**src/scpr_pkg.sv**
```systemverilog
// ----------------------------------------------------------------------------
// Second-chance page replacement: shared package
// Cell control and status bundles, controller states and fixed widths.
// ----------------------------------------------------------------------------
package scpr_pkg;

  // Frame limit register
  localparam int          FRAMES_W     = 4;
  localparam logic [3:0]  FRAMES_RESET = 4'd3;

  // Saturating totals
  localparam int CNT_W = 32;

  // Per-cell control from the controller
  typedef struct packed {
    logic hit_set;  // lookup hit: set reference bit on match
    logic fill;     // miss with free frame: load this cell
    logic sweep;    // hand is on this cell during a sweep
  } cell_ctl_t;

  // Per-cell status toward the controller
  typedef struct packed {
    logic match;    // resident page equals the key
    logic evict;    // hand here and reference bit clear
  } cell_stat_t;

  // Controller states
  typedef enum logic [1:0] {
    ST_IDLE,
    ST_LOOK,
    ST_SWEEP,
    ST_RESP
  } state_e;

endpackage

```
**src/scpr_cell.sv**
```systemverilog
// ----------------------------------------------------------------------------
// Second-chance page replacement: frame cell
// Holds one resident page with its valid and reference bits, compares it
// against the key and applies hit, fill and sweep updates.
// ----------------------------------------------------------------------------
module scpr_cell import scpr_pkg::*; #(
  parameter int PAGE_BITS = 16
) (
  input  logic                 clk_i,
  input  logic                 rst_ni,
  input  cell_ctl_t            ctl_i,
  input  logic [PAGE_BITS-1:0] key_i,
  output cell_stat_t           stat_o,
  output logic [PAGE_BITS-1:0] page_o
);

  logic                 valid_q;
  logic                 ref_q;
  logic [PAGE_BITS-1:0] page_q;
  logic                 replace;

  // Compare and eviction status
  assign stat_o.match = valid_q && (page_q == key_i);
  assign stat_o.evict = ctl_i.sweep && !ref_q;
  assign replace      = ctl_i.fill || (ctl_i.sweep && !ref_q);
  assign page_o       = page_q;

  // Valid and reference bits; a swept cell either loses its second chance
  // or is replaced and comes back with the bit set
  always_ff @(posedge clk_i or negedge rst_ni) begin
    if (!rst_ni) begin
      valid_q <= 1'b0;
      ref_q   <= 1'b0;
    end else if (ctl_i.fill) begin
      valid_q <= 1'b1;
      ref_q   <= 1'b1;
    end else if (ctl_i.hit_set && stat_o.match) begin
      ref_q <= 1'b1;
    end else if (ctl_i.sweep) begin
      ref_q <= ~ref_q;
    end
  end

  // Page storage
  always_ff @(posedge clk_i) begin
    if (replace) begin
      page_q <= key_i;
    end
  end

endmodule

```
**src/second_chance_page_replacement_core.sv**
```systemverilog
// ----------------------------------------------------------------------------
// Second-chance page replacement core
// Row of frame cells with a one-hot clock hand passed cell to cell.
// ----------------------------------------------------------------------------
// Each request is one page reference and yields one result. A hit or the fill
// of a free frame goes from lookup straight to the response state; when all
// frames are full a sweep runs in between, in which the clock hand visits k
// cells (1 to occupied frames + 1): the hand moves one cell per cycle, clearing
// reference bits until it reaches a cell whose bit is clear. Lookup compares
// all cells at once. A new request is taken once the previous result has
// been placed in the output register; that register may still be waiting.
// A frame limit of 0 acts as 1 and values above MAX_FRAMES act as MAX_FRAMES.
module second_chance_page_replacement_core import scpr_pkg::*; #(
  parameter int MAX_FRAMES = 8,
  parameter int PAGE_BITS  = 16
) (
  input  logic                 clk_i,
  input  logic                 rst_ni,
  // configuration
  input  logic                 cfg_we_i,
  input  logic [FRAMES_W-1:0]  cfg_wdata_i,
  // request
  input  logic                 in_valid_i,
  output logic                 in_stall_o,
  input  logic [PAGE_BITS-1:0] page_number_i,
  // result
  output logic                 out_valid_o,
  input  logic                 out_stall_i,
  output logic                 hit_o,
  output logic                 evicted_valid_o,
  output logic [PAGE_BITS-1:0] evicted_page_o,
  output logic [CNT_W-1:0]     hit_total_o,
  output logic [CNT_W-1:0]     fault_total_o
);

  localparam int CW = $clog2(MAX_FRAMES + 1);
  localparam int LW = (CW > FRAMES_W) ? CW : FRAMES_W;

  state_e                state_q, state_d;
  logic [FRAMES_W-1:0]   frames_q;
  logic [PAGE_BITS-1:0]  key_q;
  logic [CW-1:0]         occ_q;
  logic [MAX_FRAMES-1:0] tok_q, tok_next;
  logic [CNT_W-1:0]      hit_cnt_q, fault_cnt_q;
  logic                  hit_q, ev_valid_q;
  logic [PAGE_BITS-1:0]  ev_page_q;

  logic                  out_valid_q, out_hit_q, out_ev_valid_q;
  logic [PAGE_BITS-1:0]  out_ev_page_q;
  logic [CNT_W-1:0]      out_hit_total_q, out_fault_total_q;

  cell_ctl_t             ctl   [MAX_FRAMES];
  cell_stat_t            stat  [MAX_FRAMES];
  logic [PAGE_BITS-1:0]  pages [MAX_FRAMES];
  logic [MAX_FRAMES-1:0] match_vec, evict_vec, last_vec;

  logic                  accept, out_free, any_match, any_evict, full;
  logic [LW-1:0]         frames_ext, limit;
  logic [PAGE_BITS-1:0]  sweep_page;

  assign accept   = in_valid_i && !in_stall_o;
  assign out_free = !out_valid_q || !out_stall_i;

  // Effective frame limit, clamped to 1..MAX_FRAMES
  always_comb begin
    frames_ext = LW'(frames_q);
    if (frames_ext == '0) begin
      limit = LW'(1);
    end else if (frames_ext > LW'(MAX_FRAMES)) begin
      limit = LW'(MAX_FRAMES);
    end else begin
      limit = frames_ext;
    end
  end
  assign full = (LW'(occ_q) >= limit);

  // Cell row
  for (genvar i = 0; i < MAX_FRAMES; i++) begin : g_cell
    assign ctl[i].hit_set = (state_q == ST_LOOK) && any_match;
    assign ctl[i].fill    = (state_q == ST_LOOK) && !any_match && !full
                            && (occ_q == CW'(i));
    assign ctl[i].sweep   = (state_q == ST_SWEEP) && tok_q[i];
    assign match_vec[i]   = stat[i].match;
    assign evict_vec[i]   = stat[i].evict;
    assign last_vec[i]    = (CW'(i) == occ_q - CW'(1));

    scpr_cell #(
      .PAGE_BITS(PAGE_BITS)
    ) u_cell (
      .clk_i (clk_i),
      .rst_ni(rst_ni),
      .ctl_i (ctl[i]),
      .key_i (key_q),
      .stat_o(stat[i]),
      .page_o(pages[i])
    );

    // Hand passes to the neighbor; the last occupied cell wraps to cell 0
    if (i == 0) begin : g_wrap
      assign tok_next[i] = |(tok_q & last_vec);
    end else begin : g_pass
      assign tok_next[i] = tok_q[i-1] && !last_vec[i-1];
    end
  end

  assign any_match = |match_vec;
  assign any_evict = |evict_vec;

  // Page leaving the cell under the hand
  always_comb begin
    sweep_page = '0;
    for (int i = 0; i < MAX_FRAMES; i++) begin
      if (evict_vec[i]) begin
        sweep_page = sweep_page | pages[i];
      end
    end
  end

  // Controller next state
  always_comb begin
    state_d    = state_q;
    in_stall_o = 1'b1;
    case (state_q)
      ST_IDLE: begin
        in_stall_o = 1'b0;
        if (in_valid_i) begin
          state_d = ST_LOOK;
        end
      end
      ST_LOOK: begin
        if (!any_match && full) begin
          state_d = ST_SWEEP;
        end else begin
          state_d = ST_RESP;
        end
      end
      ST_SWEEP: begin
        if (any_evict) begin
          state_d = ST_RESP;
        end
      end
      ST_RESP: begin
        if (out_free) begin
          state_d = ST_IDLE;
        end
      end
      default: state_d = ST_IDLE;
    endcase
  end

  always_ff @(posedge clk_i or negedge rst_ni) begin
    if (!rst_ni) begin
      state_q <= ST_IDLE;
    end else begin
      state_q <= state_d;
    end
  end

  // Frame limit register
  always_ff @(posedge clk_i or negedge rst_ni) begin
    if (!rst_ni) begin
      frames_q <= FRAMES_RESET;
    end else if (cfg_we_i) begin
      frames_q <= cfg_wdata_i;
    end
  end

  // Request key
  always_ff @(posedge clk_i) begin
    if (accept) begin
      key_q <= page_number_i;
    end
  end

  // Occupancy, hand, totals and per-request outcome
  always_ff @(posedge clk_i or negedge rst_ni) begin
    if (!rst_ni) begin
      occ_q       <= '0;
      tok_q       <= MAX_FRAMES'(1);
      hit_cnt_q   <= '0;
      fault_cnt_q <= '0;
      hit_q       <= 1'b0;
      ev_valid_q  <= 1'b0;
      ev_page_q   <= '0;
    end else begin
      if (state_q == ST_LOOK) begin
        hit_q      <= any_match;
        ev_valid_q <= 1'b0;
        ev_page_q  <= '0;
        if (any_match) begin
          if (hit_cnt_q != '1) begin
            hit_cnt_q <= hit_cnt_q + CNT_W'(1);
          end
        end else begin
          if (fault_cnt_q != '1) begin
            fault_cnt_q <= fault_cnt_q + CNT_W'(1);
          end
          if (!full) begin
            occ_q <= occ_q + CW'(1);
          end
        end
      end
      if (state_q == ST_SWEEP) begin
        tok_q <= tok_next;
        if (any_evict) begin
          ev_valid_q <= 1'b1;
          ev_page_q  <= sweep_page;
        end
      end
    end
  end

  // Output register
  always_ff @(posedge clk_i or negedge rst_ni) begin
    if (!rst_ni) begin
      out_valid_q <= 1'b0;
    end else if ((state_q == ST_RESP) && out_free) begin
      out_valid_q <= 1'b1;
    end else if (!out_stall_i) begin
      out_valid_q <= 1'b0;
    end
  end

  always_ff @(posedge clk_i) begin
    if ((state_q == ST_RESP) && out_free) begin
      out_hit_q         <= hit_q;
      out_ev_valid_q    <= ev_valid_q;
      out_ev_page_q     <= ev_page_q;
      out_hit_total_q   <= hit_cnt_q;
      out_fault_total_q <= fault_cnt_q;
    end
  end

  assign out_valid_o     = out_valid_q;
  assign hit_o           = out_hit_q;
  assign evicted_valid_o = out_ev_valid_q;
  assign evicted_page_o  = out_ev_page_q;
  assign hit_total_o     = out_hit_total_q;
  assign fault_total_o   = out_fault_total_q;

`ifndef ASSERT_OFF
  // Exactly one cell holds the clock hand
  a_hand_onehot: assert property (@(posedge clk_i) disable iff (!rst_ni)
    $onehot(tok_q))
    else $error("clock hand not one-hot");

  // Occupancy never exceeds the frame row
  a_occ_range: assert property (@(posedge clk_i) disable iff (!rst_ni)
    occ_q <= CW'(MAX_FRAMES))
    else $error("occupancy beyond frame count");

  // A new result only comes from the response state
  a_out_source: assert property (@(posedge clk_i) disable iff (!rst_ni)
    $rose(out_valid_q) |-> $past(state_q == ST_RESP))
    else $error("result without response state");

  // Sweeps only run with a non-empty row
  a_sweep_occ: assert property (@(posedge clk_i) disable iff (!rst_ni)
    (state_q == ST_SWEEP) |-> (occ_q != '0))
    else $error("sweep over empty row");

  // A hit never reports an eviction
  a_hit_no_evict: assert property (@(posedge clk_i) disable iff (!rst_ni)
    out_valid_q |-> !(out_hit_q && out_ev_valid_q))
    else $error("hit with eviction");
`endif

endmodule
```
**config.mk**
```make
export PLATFORM = sky130hd
export DESIGN_NAME = second_chance_page_replacement_core
export DESIGN_NICKNAME = d
export VERILOG_FILES = /design/src/scpr_pkg.sv /design/src/scpr_cell.sv /design/src/second_chance_page_replacement_core.sv
export SDC_FILE = /design/constraint.sdc
export NUM_CORES = 1
export LEC_CHECK = 0
export ABC_AREA = 0
export BUFFER_PORTS_ARGS = -buffer_cell sky130_fd_sc_hd__buf_2
export CAP_MARGIN = 20
export CORE_MARGIN = 2
export CORE_UTILIZATION = 50
export CTS_CLUSTER_DIAMETER = 40
export CTS_CLUSTER_SIZE = 40
export DETAILED_ROUTE_END_ITERATION = 12
export GPL_TIMING_DRIVEN = 0
export HOLD_SLACK_MARGIN = 0.03
export PLACE_DENSITY = 0.72
export SYNTH_ARGS = -nofsm -noshare
export SYNTH_HDL_FRONTEND = slang
export SYNTH_HIERARCHICAL = 1
export SYNTH_SLANG_ARGS = --single-unit
```
**constraint.sdc**
```tcl
create_clock -name clk_i -period 12.5 [get_ports clk_i]
set_input_delay 0 -clock clk_i [delete_from_list [all_inputs] [get_ports clk_i]]
set_output_delay 0 -clock clk_i [all_outputs]
set_load 0.05 [all_outputs]
```
After elaboration in Yosys (flattened, before gate mapping). Index checks and enable logic that the tools add are counted.

$lt $le $gt $ge: 2. Bitwise logic cells: 18. Eq/ne operators: 31. Add/sub/neg operators: 4. Reductions and logical operators: 100. Mux-type cells: 48.

Operators with widths (count): $mux 16 (11); $eq 16x16->1 (8); $or 16x16->16 (7); $add 32x1->32 const B (2); $ne 32x32->1 const B (2); $logic_and 1x1->1 (53); $mux 1 (31); $reduce_bool 3->1 (8); $reduce_or 8->1 (3); $logic_not 1->1 (19); $eq 3x4->1 const A (4); $eq 4x3->1 const B (4); $logic_not 4->1 (3); $reduce_and 3->1 (4); $not 1->1 (10); $logic_or 1x1->1 (9); $and 8x8->8 (1); $eq 2x4->1 const A (2); $eq 4x2->1 const B (2); $mux 4 (2); $pmux 2 s4 (1); $mux 2 (3); $ne 2x2->1 const B (3); $add 4x1->4 const B (1); other kinds (9) (10).

Input port bits: 25. Output and inout port bits: 84. Logic and storage cells: 243. Register bits: 343.

Depth between registers and ports, before layout.
Word-level depth: 20. Mapped depth: 13. Gate-level depth less buffers: 11.

Modules after synthesis. Netlist, hierarchy kept.

By module, submodules not included: second_chance_page_replacement_core (cells an instance 671, times used 1, area an instance 8748.4 um2, seq. area each 5474.0 um2); scpr_cell (cells an instance 51, times used 8, area an instance 759.5 um2, seq. area each 530.5 um2).

Least setup slack after synthesis. No wires, ideal clock.

Kind: flip-flop to flip-flop. Start point: register out_valid_q (netlist: out_valid_o). End point: register out_ev_page_q[0] (netlist: evicted_page_o[0]) (enable). Setup time: 647 ps. Arrival: 6549 ps. Period minus slack after synthesis: 7196 ps. Cell stages (with the launch flop): 2. Required time: 11853 ps. Setup slack: 5304 ps. Cell sequence: dfrtp_1 > a21boi_0.

Word-level cells in the longest chain between the ends: 3.

Ends and longest elaborated chain: start, declared (line second_chance_page_replacement_core.sv:48) `logic out_valid_q, out_hit_q, out_ev_valid_q;`; start signal, assigned (line second_chance_page_replacement_core.sv:216) `out_valid_q <= 1'b0;`; start signal, assigned (line second_chance_page_replacement_core.sv:218) `out_valid_q <= 1'b1;`; start signal, assigned (line second_chance_page_replacement_core.sv:220) `out_valid_q <= 1'b0;`; $logic_not 1->1 (line second_chance_page_replacement_core.sv:62) `assign out_free = !out_valid_q || !out_stall_i;`; $logic_or 1x1->1 (line second_chance_page_replacement_core.sv:62); $logic_and 1x1->1 (line second_chance_page_replacement_core.sv:225) `if ((state_q == ST_RESP) && out_free) begin`; end signal, assigned (line second_chance_page_replacement_core.sv:228) `out_ev_page_q <= ev_page_q;`; end, declared (line second_chance_page_replacement_core.sv:49) `logic [PAGE_BITS-1:0] out_ev_page_q;`.

No other way between the ends. A chain may end at the register's enable or synchronous reset.

==> impl_results.md <==
* Measured slew at the worst slew-check pin at 1.09 ns
* Fmax at 220 MHz
* Via count at 9779
* Synth area leader: edfxtp_1
* Drt wl/cell at 20.9 um
* Clock Sinks at 343
* Ports at 109
* Post-CTS sizing at 0
* Post-synthesis mux area share at 0.00667
* Setup TNS at 0 ns
* HPWL after detailed placement at 23.6 mm
* Vias per Instance at 5.77
* Fin Clk Skew at 0.0420 ns
* Max Buffers Root-to-Sink at 3
* Ys async rst share at 0.341
* Final setup viols at 0
* DR pass1 iterations at 7
* Remaining antenna violation count at 0
* Synth top area share at 0.458
* DRC at 0
* Iteration-0 DRC Markers at 1064
* Power Density at 216 mW/mm^2
* Post-Synth XOR/XNOR Area at 0.0975
* Final GP Congestion at 0.956
* N_diodes at 0
* Adder-Cell Fraction of Synth Area at 0.0152
* First-pass GRT wire length at 54.3 mm
* Clk slew on worst S/H paths at 0.07 ns
* Vias in the first global route at 9676
* Synth-to-Final Area Change at 20.5%
* Clock Latency Late Sink at 0.56 ns
* Yosys reg bits at 343
* CP arrival at 4.71 ns
* Unrepaired setup endpoints after global routing: no
* Hold WC Path Type: input pin to flop
* Die width at 176 um
* Hold buffers post-CTS at 30
* Largest net degree at the start of global routing at 97
* Leak pwr at 6.72 nW
* Cell row count at 63
* Initial antenna violation count at 0
* Synth warnings at 6
* CTS buffer count at 44
* H-tree Lvls at 2
* Primary FF master, synth: edfxtp_1
* TritonCTS clock tree: built
* Max-Cap Viols at 0
* EDFF count, synth at 226
* Area taken by multi-input logic gates at 0.00483 sq mm
* Synth area leaders: edfxtp_1, dfrtp_1, xor2_1
* Overflow after GRT at 0
* Synth Instances at 1079
* Period utilization at 0.363
* Fin crit period at 4.54 ns
* Storage cell area at 0.00972 sq mm
* Fin. Hold Viols at 0
* Critical Path Start Type: flop
* Gr usage total at 0.230
* Final nets at 1311
* Drt total wl at 35.4 mm
* Die area at 0.0310 sq mm
* Port bufs at 108
* CP required at 12.67 ns
* Fillers at 2240
* Synth Area in Simple Gates at 0.114
* Peak supply drop at 0.143 mV
* Total Power at 3.86 mW
* Post-synthesis compound-gate area fraction at 0.0915
* Initial Util at 0.504
* Core Area at 0.0294 sq mm
* Seq/Total Area, Yosys at 0.656
* Crit path capture type: flop
* Library cells used by synthesis at 59
* Combinational family with the most area after synthesis: simple AND/OR/NAND/NOR gates
* Slew Limit Headroom at 0.268
* Syn_area_per_cell at 13.7 sq um
* Post-Syn Nets at 1122
* Status: finished, final reports clean
* Share of cells above drive strength 1 at 0.199
* Crit Path Category: flop to flop
* Root Buffer: clkbuf_16
* Syn Std Cell Area at 0.0148 sq mm
* Critical Path Fanout Max at 24
* Die Height at 176 um
* Setup bufs post-CTS at 0
* Slew Limit Fails at 0
==> area by class of cell <==
| cell class | instances | share of cell area |
|---|---|---|
| sequential | 343 | 0.544 |
| multi-input combinational | 657 | 0.270 |
| clock buffer | 47 | 0.0647 |
| timing repair buffer | 143 | 0.0539 |
| tap | 390 | 0.0273 |
| clock inverter | 35 | 0.0229 |
| inverter | 51 | 0.0107 |
| buffer | 28 | 0.00589 |
==> worst max-delay path, cell delays in order, from the launching register on <==
cell	delay [ns]
edfxtp_1	0.88
a222oi_1	0.21
nand3_1	0.20
nor2_1	0.08
nor4_1	0.68
buf_2	0.28
nand2_1	0.09
nor3_1	0.18
o21ai_1	0.23
nor4b_1	0.74
or2_2	0.57
==> final timing paths <==
path,start,end,slack (ns),cells after the start
max in group asynchronous,rst_ni,occ_q[1]$_DFFE_PN0P_,10.54,4
worst min register to register,ev_valid_q$_DFF_PN0_,evicted_valid_o$_DFFE_PP_,0.45,0
min in group asynchronous,rst_ni,frames_ext[1]$_DFFE_PN1P_,0.56,3
worst max-delay path,key_q[11]$_DFFE_PP_,g_cell[1].u_cell/page_o[9]$_DFFE_PP_,7.96,10
worst max register to register,key_q[11]$_DFFE_PP_,g_cell[1].u_cell/page_o[9]$_DFFE_PP_,7.96,10
worst min-delay path,page_number_i[14],key_q[14]$_DFFE_PP_,0.17,2
==> synth_stat cells (4+ instances only) <==
cell      number
o31ai_1        8
inv_1         50
or2_2         17
o21ai_0       17
a22oi_1       35
xor2_1        87
mux2_2         7
nor2_1        33
edfxtp_1     226
a31o_2        16
nand3_1       33
o22ai_1        8
dfrtp_1      114
and2_1        10
nand2_1       51
nor4b_1        6
nand2b_1       4
and3_1        13
a221oi_1      16
nor3_1        30
a22o_1        23
a31oi_1       20
nand4_1       30
nor2b_1       17
a222oi_1       9
and4_1         9
ha_1          18
nor4_1        13
or4_4         11
clkbuf_1      25
xnor2_1       78
==> per-layer routing <==
metal | track usage | wire length [um] | vias up
met1 | 0.313 | 14900 | 4850
li1 | - | - | 4468
met4 | 0.0937 | 1230 | 0
met3 | 0.0398 | 2570 | 78
met2 | 0.371 | 16700 | 383
met5 | 0 | 0 | -
==> kinds of logic (layout without fill, tap and decap cells) <==
| kind of cell | after synthesis | count (layout) |
|---|---|---|
| xor+xnor | 165 | 165 |
| flops | 343 | 343 |
| compound gates | 175 | 175 |
| simple gates | 290 | 290 |
| fa+ha+maj | 18 | 18 |
| mux | 9 | 9 |
| buf+inv | 79 | 304 |
==> per-stage QoR <==
| step | area [sq um] | setup WS [ns] | util | hold WS [ns] | std cells |
|---|---|---|---|---|---|
| after CTS | 17900 | 8.04 | 0.607 | 0.146 | 1694 |
| final | 17900 | 7.96 | 0.607 | 0.167 | 1694 |
| after floorplan | 14800 | 5.30 | - | -0.296 | 1079 |
| after detailed placement | 16000 | 8.05 | 0.544 | -0.134 | 1582 |
| after global routing | 17900 | 7.64 | 0.607 | 0.161 | 1694 |
| after global placement | 15900 | 3.37 | 0.539 | 0.176 | 1577 |
==> sequential cells by signal, summed over array words and instances, names as in the netlist <==
register               cells
frames_ext                 4
key_q                     16
hit_cnt_q                 32
out_valid_o                1
g_cell.u_cell/valid_q      8
fault_total_o             32
ev_valid_q                 1
hit_total_o               32
ev_page_q                 16
tok_q                      8
g_cell.u_cell/ref_q        8
fault_cnt_q               32
evicted_valid_o            1
evicted_page_o            16
occ_q                      4
hit_q                      1
g_cell.u_cell/page_o     128
state_q                    2
hit_o                      1
==> cell usage in the layout, fill, tap and decap left out, types with 5 or more instances in the layout <==
cell and instances:
nor4b_1 6, a222oi_1 9, nor4_1 12, nand2_1 51, clkbuf_1 26, a22o_1 23
o31ai_1 8, and3_1 13, a221oi_1 16, nor2b_1 17, nor3_1 30, clkbuf_16 46
mux2_2 7, clkinvlp_4 6, a31o_2 16, bufinv_16 5, or2_2 17, edfxtp_1 226
nand4_1 30, a22oi_1 35, ha_1 18, or4_4 11, nand3_1 33, a31oi_1 20
inv_6 10, dlygate4sd3_1 30, xor2_1 87, nor2_1 33, buf_2 108, o22ai_1 8
and2_1 10, dfrtp_1 114, and4_1 9, o21ai_0 17, xnor2_1 78, inv_1 50
==> power breakdown <==
| group | internal [mW] | leakage [nW] | switching (mW) |
|---|---|---|---|
| Sequential | 1.46 | 3.56 | 0.136 |
| Clock | 0.796 | 0.751 | 0.520 |
| Combinational | 0.254 | 2.41 | 0.695 |
| Total | 2.51 | 6.72 | 1.35 |
(Power assumes the default switching activity.)
